--- src/hw/rtl/fenwick_tree_engine_macros.svh ---
// Assertion macros shared by the Fenwick tree engine RTL.
// Expects clk_i and rst_ni in the scope where a macro is used.
`ifndef FENWICK_TREE_ENGINE_MACROS_SVH
`define FENWICK_TREE_ENGINE_MACROS_SVH

// Same-cycle implication, disabled during reset
`define FTE_ASSERT_IMP(lbl, ante, cons, msg) \
  lbl: assert property (@(posedge clk_i) disable iff (!rst_ni) (ante) |-> (cons)) \
    else $error(msg);

// Next-cycle implication, disabled during reset
`define FTE_ASSERT_NXT(lbl, ante, cons, msg) \
  lbl: assert property (@(posedge clk_i) disable iff (!rst_ni) (ante) |=> (cons)) \
    else $error(msg);

`endif

--- src/hw/rtl/fte_pkg.sv ---
// Package for the Fenwick tree engine: widths, codes, sequencer states and
// the control bundle of the shared arithmetic unit. No dependencies.
package fte_pkg;

  localparam int MAX_ENTRIES_DEF = 1024;
  localparam int SEARCH_BITS_DEF = 10;
  localparam int SIZE_W = 11;
  localparam int OP_W   = 3;
  localparam int DATA_W = 32;

  localparam logic [SIZE_W-1:0] SIZE_RESET = 11'd1024;
  localparam logic [DATA_W-1:0] MAX_START  = 32'h88CA_6C00; // -2000000000

  typedef enum logic [OP_W-1:0] {
    OP_ADD    = 3'd0,
    OP_PSUM   = 3'd1,
    OP_RSUM   = 3'd2,
    OP_MAXU   = 3'd3,
    OP_PMAX   = 3'd4,
    OP_SEARCH = 3'd5
  } fte_op_e;

  typedef enum logic [2:0] {
    ST_CLEAR,
    ST_IDLE,
    ST_UP_RD,
    ST_UP_WR,
    ST_DN,
    ST_SRCH_RD,
    ST_SRCH_CHK,
    ST_DONE
  } fte_state_e;

  typedef enum logic [1:0] {
    CMP_RD_LT_VAL,
    CMP_ACC_LT_RD,
    CMP_SUM_LT_VAL
  } fte_cmp_sel_e;

  typedef struct packed {
    logic         use_val;
    logic         sub;
    fte_cmp_sel_e cmp_sel;
  } fte_alu_ctrl_t;

endpackage

--- src/hw/rtl/fte_alu.sv ---
// Shared arithmetic unit: one 32-bit add/subtract and one signed compare.
// Depends on fte_pkg for the control bundle.
module fte_alu (
  input  fte_pkg::fte_alu_ctrl_t     ctrl_i,
  input  logic [fte_pkg::DATA_W-1:0] rd_i,
  input  logic [fte_pkg::DATA_W-1:0] acc_i,
  input  logic [fte_pkg::DATA_W-1:0] val_i,
  output logic [fte_pkg::DATA_W-1:0] sum_o,
  output logic                       lt_o
);

  logic [fte_pkg::DATA_W-1:0] opnd;
  logic [fte_pkg::DATA_W-1:0] addend;
  logic [fte_pkg::DATA_W-1:0] cmp_a;
  logic [fte_pkg::DATA_W-1:0] cmp_b;

  // Add or subtract the stored word, wrapping at 32 bits
  assign opnd   = ctrl_i.use_val ? val_i : acc_i;
  assign addend = ctrl_i.sub ? ~rd_i : rd_i;
  assign sum_o  = opnd + addend + {{(fte_pkg::DATA_W-1){1'b0}}, ctrl_i.sub};

  // Pick compare operands
  always_comb begin
    case (ctrl_i.cmp_sel)
      fte_pkg::CMP_RD_LT_VAL: begin
        cmp_a = rd_i;
        cmp_b = val_i;
      end
      fte_pkg::CMP_ACC_LT_RD: begin
        cmp_a = acc_i;
        cmp_b = rd_i;
      end
      fte_pkg::CMP_SUM_LT_VAL: begin
        cmp_a = sum_o;
        cmp_b = val_i;
      end
      default: begin
        cmp_a = acc_i;
        cmp_b = rd_i;
      end
    endcase
  end

  assign lt_o = $signed(cmp_a) < $signed(cmp_b);

endmodule

--- config.mk ---
export PLATFORM = sky130hd
export DESIGN_NAME = fte_alu
export DESIGN_NICKNAME = d
export VERILOG_FILES = /design/src/hw/rtl/fenwick_tree_engine_macros.svh /design/src/hw/rtl/fte_pkg.sv /design/src/hw/rtl/fte_alu.sv
export SDC_FILE = /design/constraint.sdc
export NUM_CORES = 1
export LEC_CHECK = 0
export ABC_CLOCK_PERIOD_IN_PS = 5800
export BUFFER_PORTS_ARGS = -buffer_cell sky130_fd_sc_hd__buf_2
export CORE_MARGIN = 2
export CORE_UTILIZATION = 41
export DETAILED_ROUTE_END_ITERATION = 16
export GPL_TIMING_DRIVEN = 1
export PLACE_DENSITY = 0.77
export SYNTH_ARGS = -nofsm -noshare
export SYNTH_HDL_FRONTEND = slang
export SYNTH_SLANG_ARGS = --single-unit
export TNS_END_PERCENT = 30
--- constraint.sdc ---
create_clock -name vclk -period 5.8
set_clock_uncertainty 0.05 [all_clocks]
set_input_delay 0.29 -clock vclk [all_inputs]
set_output_delay 0.29 -clock vclk [all_outputs]
set_load 0.1 [all_outputs]
# ---- Word level (Yosys, flattened, before mapping)
# Index checks and enable logic that the tools add are counted.
dict set report word_totals {
  reg_bits 0
  out_inout_bits 33
  elab_cells 11
}
dict set report classes {
  addsub 2
  n_lt_le_gt_ge 1
  n_eq_ne 1
  n_mux 4
  n_bitwise 1
  n_reduce_logical 2
}
# op n
set op_table {}
lappend op_table {{$mux W32} 3}
lappend op_table {{$pmux W32 S2} 1}
lappend op_table {{$add A32 B1 Y32} 1}
lappend op_table {{$add A32 B32 Y32} 1}
lappend op_table {{$lt A32 B32 Y1} 1}
lappend op_table {{$not A32 Y32} 1}
lappend op_table {{$eq A2 B2 Y1 const B} 1}
lappend op_table {{$logic_not A2 Y1} 1}
lappend op_table {{$reduce_or A2 Y1} 1}

# ---- Depth between registers and ports, before layout
# Gate-level depths: netlist of run 1.
dict set report depth {
  word_depth 6
  mapped_depth 22
  mapped_depth_nobuf 20
}

# ---- Worst setup path after synthesis of run 1
# OpenSTA, ideal clock, no wires.
dict set report synth_timing {
  path_type {input -> output}
  startpoint {input port ctrl_i[3] (netlist name)}
  endpoint {output port lt_o}
  arrival_ps 7089
  path_slack_ps -1629
  path_stages 20
  path_buffers 2
  path_cell_list {buf_4 clkbuf_1 mux2_2 ha_1 o21a_1 a221o_2 nor2_1 o21ai_2 xnor2_1 mux2i_1 o21ai_0 ha_1 a21o_1 a21o_1 a21o_1 a21o_1 a21o_1 a21oi_1 o211ai_1 a21oi_1}
}
dict set report synth_between {
  elab_chain_cells 5
}
# item line
set synth_lines {}
lappend synth_lines {{start: declaration} fte_alu.sv:4} ;# input fte_pkg::fte_alu_ctrl_t ctrl_i,
lappend synth_lines {{$mux W32} fte_alu.sv:18} ;# assign opnd = ctrl_i.use_val ? val_i : acc_i;
lappend synth_lines {{$add A32 B32 Y32} fte_alu.sv:20} ;# assign sum_o = opnd + addend + {{(fte_pkg::DATA_W-1){1'b0}}, ctrl_i.sub};
lappend synth_lines {{$add A32 B1 Y32} fte_alu.sv:20}
lappend synth_lines {{named net sum_o (one bit)} fte_alu.sv:8} ;# output logic [fte_pkg::DATA_W-1:0] sum_o,
lappend synth_lines {{$pmux W32 S2} fte_alu.sv:24} ;# case (ctrl_i.cmp_sel)
lappend synth_lines {{$lt A32 B32 Y1} fte_alu.sv:44} ;# assign lt_o = $signed(cmp_a) < $signed(cmp_b);
lappend synth_lines {{end: declaration} fte_alu.sv:9} ;# output logic lt_o
# The timed path passes the listed nets, and every way through them passes these cells.

# ---- Final worst setup path of run 1
dict set report layout_timing {
  startpoint {input port ctrl_i[3] (netlist name)}
  endpoint {output port lt_o}
}
dict set report layout_between {
  elab_chain_cells 5
}
# item line
set layout_lines {}
lappend layout_lines {{$mux W32} fte_alu.sv:18}
lappend layout_lines {{$add A32 B32 Y32} fte_alu.sv:20}
lappend layout_lines {{$add A32 B1 Y32} fte_alu.sv:20}
lappend layout_lines {{$pmux W32 S2} fte_alu.sv:24}
lappend layout_lines {{$lt A32 B32 Y1} fte_alu.sv:44}
# No other way between the ends.

==> results.sh, run 1 <==
export IMPL_outcome="finished clean"
export IMPL_drtAntennaViolNets=0
export IMPL_setup_ws_ns=0.310
export IMPL_drive_gt1_frac=0.296
export IMPL_detailedRoute_firstIterationViolations=314
export IMPL_power_per_cell_area_nw_per_um2=291
export IMPL_synth_warning_count=0
export IMPL_wl_um=13800
export IMPL_seqCellArea_um2=0
export IMPL_synth_area_leader_cell="sky130_fd_sc_hd__ha_1"
export IMPL_placedCellCount=816
export IMPL_max_slew_margin=0.391
export IMPL_floorplan_die_width_um=106
export IMPL_flops_and_latches=0
export IMPL_combPwrFrac=1.000
export IMPL_gr_usage_all_layers=0.239
export IMPL_sequential_share_of_power=0
export IMPL_critical_path_top_cell_by_count="sky130_fd_sc_hd__a21o_1"
export IMPL_crit_slowest_cell="sky130_fd_sc_hd__mux2_2"
export IMPL_net_switching_share_of_the_total_power=0.732
export IMPL_totalNegativeSetupSlack_ns=0
export IMPL_finalNetCount=844
export IMPL_die_y_um=106
export IMPL_placement_rows=37
export IMPL_antennaDiodeCount=0
export IMPL_grt_start_max_net_pins=81
export IMPL_power_switching_mw=1.10
export IMPL_cell_internal_pwr_mw=0.403
export IMPL_finalNonFillerCells=816
export IMPL_core_um2=10300
export IMPL_synthDistinctLibCells=64
export IMPL_routed_via_density=5.78
export IMPL_required_time_reported_for_the_critical_path_endpoint_ns=5.46
export IMPL_post_drt_wl_per_cell_um=16.9
export IMPL_postSynthCellCount=574
export IMPL_crit_type="primary input to output pin"
export IMPL_preCtsSetupSlack_ns=0.276
export IMPL_grt_remaining_overflow=0
export IMPL_mappedNetlistArea_um2=4300
export IMPL_timing_max_cap_violations=0
export IMPL_grt_pass1_wl_um=22900
export IMPL_drc=0
export IMPL_path_buf_inv=2
export IMPL_p_leak_nw=2.63
export IMPL_synth_area_per_cell_um2=7.49
export IMPL_critical_path_peak_fanout=21
export IMPL_irDropWorstVdd_v=0.000214
export IMPL_antenna_found_initial=0
export IMPL_holdCritPathClass="primary input to output pin"
export IMPL_worst_slew_pin_transition_ns=0.914
export IMPL_finalCoreUtilization=0.502
export IMPL_kind_of_end_point_of_the_critical_path="output pin"
export IMPL_worst_path_dominant_cell_family="compound AO/OA/AOI/OAI gates"
export IMPL_fillCellCount=1047
export IMPL_synth_area_top_cells="sky130_fd_sc_hd__ha_1 18%, sky130_fd_sc_hd__mux2i_1 13%, sky130_fd_sc_hd__mux2_2 7.9%, sky130_fd_sc_hd__xor2_1 7.3%, sky130_fd_sc_hd__a21o_1 4.9%"
export IMPL_timing_hold_worst_start="rd_i[0]"
export IMPL_worstSetupStartpoint="ctrl_i[3]"
export IMPL_final_min_clock_period_ns=5.49
export IMPL_worst_hold_path_num_cells=3
export IMPL_total_die_area_um2=11300
export IMPL_worst_path_largest_cell_delay_ns=0.38
export IMPL_route_vias_total=4713
export IMPL_initial_utilization=0.419
export IMPL_worst_endpoint_arrival_ns=5.15
export IMPL_synth_nets=736
export IMPL_start_kind="primary input"
export IMPL_pwr_share_clk=0
export IMPL_detailedPlacementHpwl_um=11300
export IMPL_clk_buf=0
export IMPL_slew_viol_final=0
export IMPL_place_gp_congestion=0.955
export IMPL_detailedRoute_firstPassIterationCount=5
export IMPL_final_min_period_over_clock_period=0.946
export IMPL_top_level_ports=133
export IMPL_rsz0062_at_grt="false"
export IMPL_fmaxAchievable_ghz=0.182
export IMPL_hold_viol=0
export IMPL_yosys_area_top_type_share=0.177
export IMPL_via_count_of_the_first_global_routing_pass=4846
export IMPL_synth_sequential_area_ratio=0
export IMPL_critical_path_cell_chain="clkbuf_4 -> mux2_2 -> ha_1 -> a21o_1 -> or3_1 -> a211o_1 -> a211oi_1 -> nand3_1 -> a41oi_2 -> mux2i_1 -> nand2_1 -> ha_1 -> a21o_1 -> a21o_1 -> a21oi_1 -> nor2_1 -> a211oi_1 -> o221ai_1 -> xnor2_1 -> a21oi_4 -> buf_12"
export IMPL_post_synthesis_to_final_layout_area_growth_pct=20.0
export IMPL_port_buffer_count=133
export IMPL_setup_viol_count_final=0
export IMPL_worstHoldEndpoint="sum_o[0]"
[layer usage]
layer  track usage  share of wire  vias up
met5             0              0        -
met1         0.311           0.46     2214
met2         0.441           0.48      136
met3        0.0147          0.042       18
met4        0.0362          0.015        0
li1              -              -     2345
[Yosys cell counts (all sizes together) (7+ instances only)]
library cell,number
a21o,31
a21oi,41
a31oi,7
buf,8
clkbuf,26
ha,61
inv,16
mux2,30
mux2i,55
nand2,46
nand3,13
nand4,7
nor2,31
nor3,12
nor3b,11
o211ai,7
o21a,8
o21ai,39
xnor2,22
xor2,36
[kinds of logic after synthesis]
group | share of synthesized area
adder cells (fa/ha/maj) | 0.182
AO/OA/AOI/OAI | 0.259
multiplexers | 0.207
AND/OR/NAND/NOR | 0.181
buffers and inverters | 0.0532
XOR/XNOR | 0.118
[stage by stage]
step / area, um^2 / power (mW) / hold slack (ns)
CTS: 5160 / 1.50 / 1.04
floorplan: 4420 / 1.22 / 1.10
global placement: 5160 / 1.48 / 1.04
detailed placement: 5160 / 1.49 / 1.04
finish: 5160 / 1.50 / 1.04
global route: 5160 / 1.59 / 1.07
[how the worst max path moves through the flow]
stage               endpoint  slack (ns)  cells after the start
floorplan               lt_o        0.17                     19
global placement        lt_o        0.39                     21
detailed placement      lt_o        0.28                     21
CTS                     lt_o        0.22                     21
global route            lt_o        0.12                     19
finish                  lt_o        0.31                     21
[cell type report]
| class | count | area [um^2] | share of cell area |
|---|---|---|---|
| tap | 136 | 170 | 0.0330 |
| inverter | 16 | 60.1 | 0.0116 |
| timing repair buffer | 140 | 738 | 0.143 |
| multi-input combinational | 524 | 4200 | 0.812 |
[power groups by stage]
| stage | combinational, mW | clock (mW) | sequential (mW) |
|---|---|---|---|
| floorplan | 1.22 | 0 | 0 |
| global placement | 1.48 | 0 | 0 |
| detailed placement | 1.49 | 0 | 0 |
| CTS | 1.50 | 0 | 0 |
| global route | 1.59 | 0 | 0 |
| finish | 1.50 | 0 | 0 |
[cells in the final DEF, fill, tap and decap left out, drive strengths merged, types with 3 or more instances in the layout]
cell and n:
o211ai 7, xor2 36, o31ai 3, nor3 12, or3 6, and3 5
o21a 8, xnor2 22, inv 16, nor3b 11, nand4 7, nand3 13
and2 3, a21o 31, nand3b 4, mux2i 55, nor2 31, a211o 3
nand2 46, a211oi 3, nand2b 6, ha 61, a31oi 7, o21ai 39
a21oi 41, buf 139, mux2 30, a221o 3, o2111ai 3
[worst min-delay path, stage by stage]
cell and delay, ns:
sky130_fd_sc_hd__buf_2 0.15, sky130_fd_sc_hd__xnor2_1 0.08, sky130_fd_sc_hd__buf_2 0.28
[what timing repair did]
item                                    4_1_cts  5_1_grt
gates resized for setup                       0        1
hold buffers                                  0        0
endpoints found under the setup margin        0        1
setup buffers                                 0        0
(Power assumes the default switching activity.)
==> inputs of run 2 (changes only) <==
MAX_ROUTING_LAYER = met4   (was not set)
==> run 2 against run 1 <==
First-iteration DRC count fell by 2.2%. Fmax fell by 0.32%. Critical path depth did not move. Sequential share of layout area did not move. Critical endpoint unchanged. Non-clock buffer count fell by 3. Clock-buffer cell count did not move.
==> results.sh, run 2 (same netlist as run 1, synthesis figures left out) <==
export IMPL_path_buf_inv=2
export IMPL_required_time_reported_for_the_critical_path_endpoint_ns=5.46
export IMPL_grt_pass1_wl_um=22500
export IMPL_detailedRoute_firstIterationViolations=307
export IMPL_critical_path_top_cell_by_count="sky130_fd_sc_hd__a21o_1"
export IMPL_hold_viol=0
export IMPL_grt_start_max_net_pins=80
export IMPL_place_gp_congestion=0.945
export IMPL_outcome="finished clean"
export IMPL_grt_remaining_overflow=0
export IMPL_critical_path_peak_fanout=21
export IMPL_slew_viol_final=0
export IMPL_route_vias_total=4757
export IMPL_post_cts_setup_buffers=0
export IMPL_worst_path_largest_cell_delay_ns=0.39
export IMPL_start_kind="primary input"
export IMPL_total_die_area_um2=11300
export IMPL_worst_slew_pin_transition_ns=1.04
export IMPL_totalNegativeSetupSlack_ns=0
export IMPL_top_level_ports=133
export IMPL_post_synthesis_to_final_layout_area_growth_pct=19.8
export IMPL_flops_and_latches=0
export IMPL_seqCellArea_um2=0
export IMPL_rsz0062_at_grt="false"
export IMPL_antenna_found_initial=0
export IMPL_crit_slowest_cell="sky130_fd_sc_hd__mux2_2"
export IMPL_p_leak_nw=2.62
export IMPL_layout_common_cells="130 x sky130_fd_sc_hd__buf_2, 61 x sky130_fd_sc_hd__ha_1, 55 x sky130_fd_sc_hd__mux2i_1, 46 x sky130_fd_sc_hd__nand2_1, 40 x sky130_fd_sc_hd__a21oi_1"
export IMPL_core_um2=10300
export IMPL_kind_of_end_point_of_the_critical_path="output pin"
export IMPL_drc=0
export IMPL_detailedRoute_firstPassIterationCount=5
export IMPL_drive_gt1_frac=0.292
export IMPL_port_buffer_count=133
export IMPL_irDropWorstVdd_v=0.000249
export IMPL_holdCritPathClass="primary input to output pin"
export IMPL_final_common_cell="sky130_fd_sc_hd__buf_2"
export IMPL_floorplan_die_width_um=106
export IMPL_placement_rows=37
export IMPL_wl_um=13700
export IMPL_worst_path_dominant_cell_family="compound AO/OA/AOI/OAI gates"
export IMPL_routed_via_density=5.85
export IMPL_placedCellCount=813
export IMPL_die_y_um=106
export IMPL_clk_buf=0
export IMPL_final_min_clock_period_ns=5.51
export IMPL_drtAntennaViolNets=0
export IMPL_timing_max_cap_violations=0
export IMPL_max_slew_margin=0.306
export IMPL_initial_utilization=0.419
export IMPL_post_drt_wl_per_cell_um=16.9
export IMPL_critical_path_cell_chain="clkbuf_4 -> mux2_2 -> ha_1 -> a21o_1 -> or3_1 -> a211o_1 -> a211oi_1 -> nand3_1 -> a41oi_2 -> mux2i_1 -> nand2_1 -> ha_1 -> a21o_1 -> a21o_1 -> a21oi_1 -> nor2_1 -> a211oi_1 -> o221ai_1 -> xnor2_1 -> a21oi_4 -> buf_12"
export IMPL_finalNonFillerCells=813
export IMPL_crit_type="primary input to output pin"
export IMPL_gr_usage_all_layers=0.244
export IMPL_final_min_period_over_clock_period=0.950
export IMPL_worst_endpoint_arrival_ns=5.17
export IMPL_detailedPlacementHpwl_um=11100
export IMPL_antennaDiodeCount=0
export IMPL_fmaxAchievable_ghz=0.182
export IMPL_finalNetCount=841
export IMPL_setup_viol_count_final=0
export IMPL_power_per_cell_area_nw_per_um2=291
export IMPL_via_count_of_the_first_global_routing_pass=4721
-- run 2: changes by cell type in the layout (fill, tap and decap cells not counted), sizes merged --
cell  delta
buf      -3
-- run 2: stage by stage --
step | hold slack [ns] | util | setup slack, ns | total power, mW | cell area (um^2)
4_1_cts | 1.05 | 0.501 | 0.175 | 1.49 | 5150
3_3_place_gp | 1.04 | 0.501 | 0.329 | 1.48 | 5150
3_5_place_dp | 1.04 | 0.501 | 0.205 | 1.49 | 5150
5_1_grt | 1.08 | 0.501 | 0.0288 | 1.58 | 5150
2_1_floorplan | 1.10 | - | 0.167 | 1.22 | 4420
6_report | 1.04 | 0.501 | 0.293 | 1.50 | 5150
-- run 2: per-layer routing --
metal,routed length (um),global-route usage
met1,6350,0.315
met2,6450,0.422
met3,612,0.00613
met4,317,0.0622
met5,0,-
-- run 2: tightest hold or removal path: stages --
cell and delay (ns):
sky130_fd_sc_hd__buf_2 0.15, sky130_fd_sc_hd__xnor2_1 0.08, sky130_fd_sc_hd__buf_2 0.28
-- run 2: cell type report --
class                      instances  area [um^2]
tap                              136          170
inverter                          16         60.1
timing repair buffer             137          728
multi-input combinational        524         4200
fill                            1021         5120
-- run 2: power breakdown --
| part | switching, mW | total (mW) | internal (mW) |
|---|---|---|---|
| logic | 1.10 | 1.50 | 0.402 |
| clock network | 0 | 0 | 0 |
| registers | 0 | 0 | 0 |
| total | 1.10 | 1.50 | 0.402 |
-- run 2: path summary, 6_finish.rpt --
| check | startpoint | endpoint | slack, ns | cells past startpoint |
|---|---|---|---|---|
| hold / removal | rd_i[0] | sum_o[0] | 1.04 | 3 |
| setup / recovery | ctrl_i[3] | lt_o | 0.29 | 21 |
-- run 2: repair_timing --
item	4_1_cts	5_1_grt
setup endpoints to repair	0	1
hold buffers	0	0
resized for setup	0	1
